===== src/rtl/itpc_pkg.sv =====
`timescale 1ns / 1ps

package itpc_pkg;

    // Input token kinds
    localparam logic [2:0] K_OPERAND = 3'd0;
    localparam logic [2:0] K_PLUS    = 3'd1;
    localparam logic [2:0] K_MINUS   = 3'd2;
    localparam logic [2:0] K_TIMES   = 3'd3;
    localparam logic [2:0] K_DIVIDE  = 3'd4;
    localparam logic [2:0] K_OPEN    = 3'd5;
    localparam logic [2:0] K_CLOSE   = 3'd6;
    localparam logic [2:0] K_END     = 3'd7;

    // Output kind for the end-of-expression marker
    localparam logic [2:0] OUT_END = 3'd5;

    // Status codes carried by the end marker
    localparam logic [2:0] ST_OK        = 3'd0;
    localparam logic [2:0] ST_OVERFLOW  = 3'd1;
    localparam logic [2:0] ST_UNM_CLOSE = 3'd2;
    localparam logic [2:0] ST_UNM_OPEN  = 3'd3;
    localparam logic [2:0] ST_MISPLACED = 3'd4;

    // Token queue between front and back
    localparam int QUEUE_DEPTH = 2;
    localparam int QUEUE_AW    = 1;

    typedef struct packed {
        logic [2:0]  token_kind;
        logic [30:0] operand_value;
    } t_in_item;

    typedef struct packed {
        logic [2:0]  out_kind;
        logic [30:0] out_value;
        logic        out_last;
        logic [2:0]  out_status;
    } t_out_item;

    typedef enum logic [2:0] {
        C_OPERAND,
        C_OPER,
        C_OPEN,
        C_CLOSE,
        C_END
    } t_cls;

    // Classified token as it sits in the queue
    typedef struct packed {
        t_cls        cls;
        logic [2:0]  kind;
        logic        hi_prec;
        logic [30:0] value;
    } t_cls_item;

    // * and / bind tighter than + and -
    function automatic logic f_hi_prec(input logic [2:0] kind);
        f_hi_prec = (kind == K_TIMES) || (kind == K_DIVIDE);
    endfunction

endpackage


===== src/rtl/itpc_ram.sv =====
`timescale 1ns / 1ps

module itpc_ram #(
    parameter int WIDTH = 3,
    parameter int DEPTH = 16
) (
    input  logic                     i_clk,
    input  logic                     i_we,
    input  logic [$clog2(DEPTH)-1:0] i_waddr,
    input  logic [WIDTH-1:0]         i_wdata,
    input  logic [$clog2(DEPTH)-1:0] i_raddr,
    output logic [WIDTH-1:0]         o_rdata
);

    logic [WIDTH-1:0] r_mem [DEPTH];
    logic [WIDTH-1:0] r_rdata;

    // one write port, one registered read port
    always_ff @(posedge i_clk) begin
        if (i_we) begin
            r_mem[i_waddr] <= i_wdata;
        end
        r_rdata <= r_mem[i_raddr];
    end

    assign o_rdata = r_rdata;

endmodule


===== src/rtl/itpc_front.sv =====
`timescale 1ns / 1ps

module itpc_front
    import itpc_pkg::*;
(
    input  logic      i_clk,
    input  logic      i_rst_n,
    input  logic      i_valid,
    output logic      o_ready,
    input  t_in_item  i_data,
    output logic      o_q_valid,
    output t_cls_item o_q_item,
    input  logic      i_q_deq
);

    t_cls_item r_mem [QUEUE_DEPTH];
    logic [QUEUE_AW-1:0] r_wp;
    logic [QUEUE_AW-1:0] r_rp;
    logic [QUEUE_AW:0]   r_cnt;
    t_cls_item           w_cls;
    logic                w_wr;
    logic                w_rd;

    // classify the incoming word
    always_comb begin
        w_cls.kind    = i_data.token_kind;
        w_cls.hi_prec = f_hi_prec(i_data.token_kind);
        w_cls.value   = i_data.operand_value;
        case (i_data.token_kind)
            K_OPERAND:                            w_cls.cls = C_OPERAND;
            K_PLUS, K_MINUS, K_TIMES, K_DIVIDE:   w_cls.cls = C_OPER;
            K_OPEN:                               w_cls.cls = C_OPEN;
            K_CLOSE:                              w_cls.cls = C_CLOSE;
            default:                              w_cls.cls = C_END;
        endcase
    end

    assign o_ready   = (r_cnt != (QUEUE_AW+1)'(QUEUE_DEPTH));
    assign w_wr      = i_valid && o_ready;
    assign o_q_valid = (r_cnt != '0);
    assign w_rd      = i_q_deq && o_q_valid;
    assign o_q_item  = r_mem[r_rp];

    // small token queue
    always_ff @(posedge i_clk) begin
        if (w_wr) begin
            r_mem[r_wp] <= w_cls;
        end
        if (!i_rst_n) begin
            r_wp  <= '0;
            r_rp  <= '0;
            r_cnt <= '0;
        end else begin
            if (w_wr) begin
                r_wp <= r_wp + 1'b1;
            end
            if (w_rd) begin
                r_rp <= r_rp + 1'b1;
            end
            if (w_wr && !w_rd) begin
                r_cnt <= r_cnt + 1'b1;
            end else if (w_rd && !w_wr) begin
                r_cnt <= r_cnt - 1'b1;
            end
        end
    end

endmodule


===== src/rtl/itpc_back.sv =====
`timescale 1ns / 1ps

module itpc_back
    import itpc_pkg::*;
#(
    parameter int STACK_DEPTH = 16
) (
    input  logic                           i_clk,
    input  logic                           i_rst_n,
    input  logic                           i_q_valid,
    input  t_cls_item                      i_q_item,
    output logic                           o_q_deq,
    output logic                           o_valid,
    input  logic                           i_ready,
    output t_out_item                      o_data,
    output logic [$clog2(STACK_DEPTH+1)-1:0] o_count
);

    localparam int AW = $clog2(STACK_DEPTH);
    localparam int CW = $clog2(STACK_DEPTH+1);

    typedef enum logic [1:0] {
        S_DECIDE,
        S_RELOAD,
        S_FINISH
    } t_state;

    t_state    r_state, n_state;
    logic [CW-1:0] r_count, n_count;
    logic [2:0] r_top, n_top;
    logic      r_expect, n_expect;
    logic [2:0] r_err, n_err;
    logic      r_fin, n_fin;
    logic      r_pend_v, n_pend_v;
    t_out_item r_pend, n_pend;
    logic      r_out_v;
    t_out_item r_out;

    logic      w_out_free;
    logic      w_can_emit;
    logic      w_emit;
    t_out_item w_emit_item;
    logic      w_done;
    logic      w_push;
    logic [2:0] w_push_code;
    logic      w_out_load;
    t_out_item w_out_item;
    logic      w_we;
    logic [2:0] w_rdata;
    logic [2:0] w_eff_err;

    function automatic logic [2:0] f_flag(input logic [2:0] err, input logic [2:0] code);
        f_flag = (err == ST_OK) ? code : err;
    endfunction

    function automatic t_out_item f_op_item(input logic [2:0] kind);
        t_out_item it;
        it.out_kind   = kind;
        it.out_value  = '0;
        it.out_last   = 1'b0;
        it.out_status = ST_OK;
        f_op_item = it;
    endfunction

    assign w_out_free = !r_out_v || i_ready;
    assign w_can_emit = !r_pend_v || w_out_free;
    assign w_eff_err  = r_expect ? f_flag(r_err, ST_MISPLACED) : r_err;

    // operator stack storage; top entry is also cached in r_top
    itpc_ram #(
        .WIDTH (3),
        .DEPTH (STACK_DEPTH)
    ) u_stack (
        .i_clk   (i_clk),
        .i_we    (w_we),
        .i_waddr (r_count[AW-1:0]),
        .i_wdata (w_push_code),
        .i_raddr (AW'(r_count - CW'(2))),
        .o_rdata (w_rdata)
    );

    // sequencer: one stack action per step
    always_comb begin
        n_state     = r_state;
        n_count     = r_count;
        n_top       = r_top;
        n_expect    = r_expect;
        n_err       = r_err;
        n_fin       = r_fin;
        w_emit      = 1'b0;
        w_emit_item = f_op_item(r_top);
        w_done      = 1'b0;
        w_push      = 1'b0;
        w_push_code = i_q_item.kind;
        o_q_deq     = 1'b0;
        case (r_state)
            S_DECIDE: begin
                if (i_q_valid) begin
                    case (i_q_item.cls)
                        C_OPERAND: begin
                            if (r_expect) begin
                                if (w_can_emit) begin
                                    w_emit                 = 1'b1;
                                    w_emit_item            = f_op_item(K_OPERAND);
                                    w_emit_item.out_value  = i_q_item.value;
                                    n_expect               = 1'b0;
                                    w_done                 = 1'b1;
                                end
                            end else begin
                                n_err  = f_flag(r_err, ST_MISPLACED);
                                w_done = 1'b1;
                            end
                        end
                        C_OPER: begin
                            if (r_expect) begin
                                n_err  = f_flag(r_err, ST_MISPLACED);
                                w_done = 1'b1;
                            end else if (r_count != '0 && r_top != K_OPEN &&
                                         (f_hi_prec(r_top) || !i_q_item.hi_prec)) begin
                                if (w_can_emit) begin
                                    w_emit  = 1'b1;
                                    n_count = r_count - 1'b1;
                                    n_fin   = 1'b0;
                                    n_state = S_RELOAD;
                                end
                            end else begin
                                w_push   = 1'b1;
                                n_expect = 1'b1;
                                w_done   = 1'b1;
                            end
                        end
                        C_OPEN: begin
                            if (r_expect) begin
                                w_push      = 1'b1;
                                w_push_code = K_OPEN;
                            end else begin
                                n_err = f_flag(r_err, ST_MISPLACED);
                            end
                            w_done = 1'b1;
                        end
                        C_CLOSE: begin
                            if (r_expect) begin
                                n_err  = f_flag(r_err, ST_MISPLACED);
                                w_done = 1'b1;
                            end else if (r_count == '0) begin
                                n_err  = f_flag(r_err, ST_UNM_CLOSE);
                                w_done = 1'b1;
                            end else if (r_top == K_OPEN) begin
                                // matching paren: drop it, token is finished
                                n_count = r_count - 1'b1;
                                n_fin   = 1'b1;
                                n_state = S_RELOAD;
                                o_q_deq = 1'b1;
                            end else if (w_can_emit) begin
                                w_emit  = 1'b1;
                                n_count = r_count - 1'b1;
                                n_fin   = 1'b0;
                                n_state = S_RELOAD;
                            end
                        end
                        default: begin
                            // end: flush stack, then give the marker
                            if (r_count != '0) begin
                                if (r_top == K_OPEN) begin
                                    n_err   = f_flag(w_eff_err, ST_UNM_OPEN);
                                    n_count = r_count - 1'b1;
                                    n_fin   = 1'b0;
                                    n_state = S_RELOAD;
                                end else if (w_can_emit) begin
                                    w_emit  = 1'b1;
                                    n_err   = w_eff_err;
                                    n_count = r_count - 1'b1;
                                    n_fin   = 1'b0;
                                    n_state = S_RELOAD;
                                end
                            end else if (w_can_emit) begin
                                w_emit                 = 1'b1;
                                w_emit_item            = f_op_item(OUT_END);
                                w_emit_item.out_status = w_eff_err;
                                n_count                = '0;
                                n_expect               = 1'b1;
                                n_err                  = ST_OK;
                                w_done                 = 1'b1;
                            end
                        end
                    endcase
                end
            end
            S_RELOAD: begin
                n_top = w_rdata;
                if (r_fin && r_pend_v) begin
                    n_state = S_FINISH;
                end else begin
                    n_state = S_DECIDE;
                end
            end
            S_FINISH: begin
                if (w_out_free) begin
                    n_state = S_DECIDE;
                end
            end
            default: begin
                n_state = S_DECIDE;
            end
        endcase

        // push onto the stack, or flag a full stack
        w_we = 1'b0;
        if (w_push) begin
            if (r_count == CW'(STACK_DEPTH)) begin
                n_err = f_flag(r_err, ST_OVERFLOW);
            end else begin
                w_we    = 1'b1;
                n_top   = w_push_code;
                n_count = r_count + 1'b1;
            end
        end

        // pending word holds back one result so its last bit is known
        n_pend_v   = r_pend_v;
        n_pend     = r_pend;
        w_out_load = 1'b0;
        w_out_item = r_pend;
        if (w_emit) begin
            n_pend   = w_emit_item;
            n_pend_v = 1'b1;
            if (r_pend_v) begin
                w_out_load = 1'b1;
            end
        end
        if (r_state == S_FINISH && w_out_free) begin
            w_out_load          = 1'b1;
            w_out_item.out_last = 1'b1;
            n_pend_v            = 1'b0;
        end

        if (w_done) begin
            o_q_deq = 1'b1;
            n_state = n_pend_v ? S_FINISH : S_DECIDE;
        end
    end

    always_ff @(posedge i_clk) begin
        r_top  <= n_top;
        r_pend <= n_pend;
        if (w_out_load) begin
            r_out <= w_out_item;
        end
        if (!i_rst_n) begin
            r_state  <= S_DECIDE;
            r_count  <= '0;
            r_expect <= 1'b1;
            r_err    <= ST_OK;
            r_fin    <= 1'b0;
            r_pend_v <= 1'b0;
            r_out_v  <= 1'b0;
        end else begin
            r_state  <= n_state;
            r_count  <= n_count;
            r_expect <= n_expect;
            r_err    <= n_err;
            r_fin    <= n_fin;
            r_pend_v <= n_pend_v;
            if (w_out_load) begin
                r_out_v <= 1'b1;
            end else if (i_ready) begin
                r_out_v <= 1'b0;
            end
        end
    end

    assign o_valid = r_out_v;
    assign o_data  = r_out;
    assign o_count = r_count;

endmodule


===== src/rtl/infix_to_postfix_converter_unit.sv =====
`timescale 1ns / 1ps

// Infix to postfix converter (shunting yard).
// Input channel i_valid/o_ready carries one token word: operand, + - * /,
// open paren, close paren or end. Output channel o_valid/i_ready carries
// postfix words; out_last marks the last word caused by one input token, and
// the end marker carries the sticky status of the expression.
// A token is taken into a two-word queue and classified; the back end
// then works on the queue head with the operator stack.
// An operand takes a decide step plus the hand-off of the held-back word; a
// plain push, or a token that only flags, takes the decide step alone. Each
// stack pop adds a reload step in which the registered read port of the stack
// RAM refills the cached top entry; an end token pops every entry, then gives
// the marker. A word passes the queue, pending and output registers to o_valid.
// Reset clears the stack count, status and all valid flags; the stack
// contents need no clearing. When the receiver stalls, the output register
// holds its word, the back end stops at its next result, and the queue
// keeps accepting until it holds two tokens.

module infix_to_postfix_converter_unit
    import itpc_pkg::*;
#(
    parameter int STACK_DEPTH = 16
) (
    input  logic      i_clk,
    input  logic      i_rst_n,
    input  logic      i_valid,
    output logic      o_ready,
    input  t_in_item  i_data,
    output logic      o_valid,
    input  logic      i_ready,
    output t_out_item o_data
);

    logic      w_q_valid;
    t_cls_item w_q_item;
    logic      w_q_deq;
    logic [$clog2(STACK_DEPTH+1)-1:0] w_count;

    itpc_front u_front (
        .i_clk     (i_clk),
        .i_rst_n   (i_rst_n),
        .i_valid   (i_valid),
        .o_ready   (o_ready),
        .i_data    (i_data),
        .o_q_valid (w_q_valid),
        .o_q_item  (w_q_item),
        .i_q_deq   (w_q_deq)
    );

    itpc_back #(
        .STACK_DEPTH (STACK_DEPTH)
    ) u_back (
        .i_clk     (i_clk),
        .i_rst_n   (i_rst_n),
        .i_q_valid (w_q_valid),
        .i_q_item  (w_q_item),
        .o_q_deq   (w_q_deq),
        .o_valid   (o_valid),
        .i_ready   (i_ready),
        .o_data    (o_data),
        .o_count   (w_count)
    );

    // stack never grows past its depth
    a_count_bound: assert property (@(posedge i_clk) disable iff (!i_rst_n)
        w_count <= ($clog2(STACK_DEPTH+1))'(STACK_DEPTH))
        else $error("stack count beyond depth");

    // end marker always closes its token
    a_end_last: assert property (@(posedge i_clk) disable iff (!i_rst_n)
        o_valid && o_data.out_kind == OUT_END |-> o_data.out_last)
        else $error("end marker without last");

    // status only rides on the end marker
    a_status_end: assert property (@(posedge i_clk) disable iff (!i_rst_n)
        o_valid && o_data.out_kind != OUT_END |-> o_data.out_status == ST_OK)
        else $error("status on a non-end word");

    // stack is empty right after an end marker is produced
    a_end_empty: assert property (@(posedge i_clk) disable iff (!i_rst_n)
        w_q_deq && w_q_valid && w_q_item.cls == C_END |=> w_count == '0)
        else $error("stack not empty after end");

endmodule


===== config.mk =====
export PLATFORM = sky130hd
export DESIGN_NAME = infix_to_postfix_converter_unit
export DESIGN_NICKNAME = d
export VERILOG_FILES = /design/src/rtl/itpc_pkg.sv /design/src/rtl/itpc_ram.sv /design/src/rtl/itpc_front.sv /design/src/rtl/itpc_back.sv /design/src/rtl/infix_to_postfix_converter_unit.sv
export SDC_FILE = /design/constraint.sdc
export NUM_CORES = 1
export LEC_CHECK = 0
export BUFFER_PORTS_ARGS = -buffer_cell sky130_fd_sc_hd__buf_2
export CAP_MARGIN = 15
export CORE_ASPECT_RATIO = 1.75
export CORE_UTILIZATION = 50
export DETAILED_ROUTE_END_ITERATION = 6
export GPL_TIMING_DRIVEN = 1
export PLACE_DENSITY = 0.76
export SYNTH_ARGS = -nofsm -noshare
export SYNTH_HDL_FRONTEND = slang
export SYNTH_SLANG_ARGS = --single-unit

===== constraint.sdc =====
create_clock -name i_clk -period 7 [get_ports i_clk]
set_clock_uncertainty 0.15 [all_clocks]
set_input_delay 0.35 -clock i_clk [delete_from_list [all_inputs] [get_ports i_clk]]
set_output_delay 0.35 -clock i_clk [all_outputs]
set_load 0.02 [all_outputs]

==> summary.md <==
| Metric | Value |
|---|---|
| Antenna Nets Post-Route | 0 |
| Synthesized area | 9120 µm² |
| First-pass GRT wire length | 30.26 mm |
| Die area | 18,800 µm² |
| Startpoint types | flop |
| EDFF count, synth | 199 |
| Final net count | 756 |
| Routed len/inst | 20.21 µm |
| Unrepaired setup endpoints after global routing | false |
| Worst hold start | i_ready |
| Post-synth cell types | 66 |
| Fmax | 230.6 MHz |
| Commonest cells post-synth | edfxtp_1, nor2_1, mux2i_1, nand2_1, dfxtp_1 |
| GR Overflow Total | 0 |
| Initial antenna violation count | 0 |
| Status | finished clean |
| I/O Pins | 78 |
| Final worst-path cycle share | 0.6196 |
| Via density per instance | 5.670 |
| Hold Path Class | in2reg |
| FF-to-FF path depth | 10 |
| Reg-to-reg setup timing slack | 2.66 ns |
| PortBufs | 77 |
| Final worst slack | 2.663 ns |
| Most common cell in the netlist | edfxtp_1 |
| Measured slew at the worst slew-check pin | 1.094 ns |
| Clk buf depth | 3 |
| Final wirelength | 19.34 mm |
| H-tree Lvls | 1 |
| Num CTS Buffers | 21 |
| Clock Tree Root | clkbuf_16 |
| Pleak | 3.749 nW |
| Die W | 104.1 µm |
| Clock transition at path regs | 0.07 ns |
| Max-cap violation count | 0 |
| Hold Violations, Final | 0 |
| PD cells | 404.2 nW/µm² |
| Sequential element share of the synthesized area | 0.7101 |
| YS warnings | 0 |
| Final TNS setup | 0 ns |
| Final routed DRC violation total | 0 |
| Number of global-route vias before repair | 5,796 |
| Synth-to-Final Area Change | 17.90% |
| Placed wire-length estimate | 13.00 mm |
| TritonRoute pass-1 iters | 7 |
| Clk sink count | 224 |
| Hold Path End | u_back.o_valid |
| Worst-path fanout max | 39 |
| Tmin final | 4.337 ns |
| Pre-CTS setup slack | 2.242 ns |
| Setup CP Type | reg2reg |
| Vias | 5,426 |
| Req. time, crit path | 6.99 ns |
| Post-Syn Nets | 641 |
| TritonCTS clock tree | done |
| Ant. Diodes | 0 |
| Final setup vio count | 0 |
| Worst R2R End | u_back.o_data[33] |
| Core area | 17,970 µm² |
| Slew Viols, Final | 0 |
| Filler instances | 1,321 |
| Routability Congestion | 0.9007 |
| Initial Util | 0.5074 |
| Gate Count Post-Synth | 593 |
| Crit path capture type | flop |
| Clock Latency Late Sink | 0.50 ns |
| FF-to-FF Start | u_back.o_count[1] |
| Largest area contributor in the netlist | edfxtp_1 |
| Asr flop ratio synth | 0 |
| Syn Area/Cell | 15.38 µm² |
| GRT Resource Usage Total | 0.2095 |
| Largest net degree at the start of global routing | 40 |
| Seq cells post-synth | 224 |
| Main synth FF type | edfxtp_1 |
| Peak VDD IR | 0.3362 mV |
| WP data arrival | 4.33 ns |
| Worst Hold Depth | 3 |
| Slew margin rel. | 0.2689 |
| Post-CTS Setup Bufs | 0 |
| Area share of the largest cell type after synthesis | 0.6552 |
| Initial DRC Count | 329 |
| Num rows | 65 |
| Layout cell share with drive strength beyond 1 | 0.2144 |
| Die Y | 180.7 µm |
| Top cells by area, synth | edfxtp_1, dfxtp_1, mux2i_1, mux4_2, nor2_1 |
==> power by group <==
part | internal, mW | switching (mW) | total (mW)
registers | 1.84 | 0.178 | 2.02
clock network | 0.593 | 0.471 | 1.06
logic | 0.458 | 0.808 | 1.27
==> placed cells by master (no fill, tap or decap), types with 6 or more instances in the layout <==
master,n
xor2_1,7
nand3_1,11
clkinv_2,8
inv_1,8
nor3_1,9
edfxtp_1,199
clkbuf_16,21
a21oi_1,20
and2_1,6
dlygate4sd3_1,34
nand2_1,29
o211ai_1,6
mux4_2,15
ha_1,10
mux2i_1,43
buf_2,77
nor2_1,71
o21ai_0,13
dfxtp_1,24
==> per-stage QoR <==
stage	instances	instance area [µm²]	util	hold WS [ns]	power, mW
global route	957	10750	0.5983	0.05821	4.540
CTS	956	10740	0.5974	0.02558	4.357
detailed placement	884	9749	0.5424	0.2545	3.279
floorplan	593	9120	-	0.2503	2.883
global placement	883	9738	0.5418	0.2540	3.232
finish	957	10750	0.5983	0.04465	4.346
==> state kept, by name, summed over array words and instances (netlist names), named ones only <==
register                count
u_back.r_err                3
u_back.r_pend              37
u_back.r_top                3
u_back.u_stack.o_rdata      3
u_front.r_rp                1
u_back.o_count              5
u_front.r_mem              76
u_back.r_expect             1
u_back.u_stack.r_mem       48
u_back.r_pend_v             1
u_back.r_fin                1
u_back.o_data              38
u_front.r_wp                1
u_back.r_state              2
u_back.o_valid              1
u_front.r_cnt               2
==> cell families after synthesis <==
group	Yosys count	synth area share
adders and majority gates	10	0.01372
DFF	224	0.7101
buffers and inverters	34	0.01605
muxes	62	0.08917
and+or+nand+nor	166	0.09219
xor gates and xnor gates	10	0.009604
AOI/OAI and AO/OA	87	0.06915
==> repair_timing <==
item	in CTS	in global routing
hold buffers	34	0
hold endpoints to repair	68	0
resized for setup	0	0
==> worst max-delay path, stage by stage (launching register included) <==
cell	delay [ns]
dfxtp_1	0.83
inv_1	0.27
ha_1	0.34
nor4b_4	0.20
nor3_2	0.45
nand3_1	0.34
a31oi_4	0.20
buf_4	0.47
a21oi_1	0.16
inv_1	0.10
buf_4	0.41
==> final cells by class <==
| class | instances | area [µm²] | share of cell area |
|---|---|---|---|
| sequential | 224 | 6477 | 0.6024 |
| tap | 234 | 292.8 | 0.02723 |
| inverter | 8 | 30.03 | 0.002793 |
| clock buffer | 23 | 533.0 | 0.04957 |
| clock inverter | 15 | 115.1 | 0.01071 |
| timing repair buffer | 118 | 789.5 | 0.07342 |
| multi-input combinational | 335 | 2515 | 0.2339 |
==> how the worst max path moves through the flow <==
stage | startpoint | end | slack [ns] | depth (start not counted)
after global routing | u_back.o_count[1] | u_back.o_data[33] | 2.35 | 10
after global placement | u_back.o_count[0] | u_back.o_data[11] | 2.46 | 10
final | u_back.o_count[1] | u_back.o_data[33] | 2.66 | 10
after CTS | u_back.o_count[0] | u_back.o_data[33] | 2.24 | 10
after floorplan | u_back.o_count[1] | u_back.o_data[0] | 2.34 | 9
after detailed placement | u_back.o_count[0] | u_back.o_data[11] | 2.24 | 10
==> metal layers <==
| metal | vias up | routed length (µm) | GRT usage |
|---|---|---|---|
| met5 | - | 0 | 0 |
| li1 | 2524 | - | - |
| met3 | 64 | 928 | 0.03436 |
| met1 | 2663 | 6472 | 0.2025 |
| met4 | 0 | 750 | 0.09200 |
| met2 | 175 | 11190 | 0.4221 |
(Power assumes the default switching activity.)
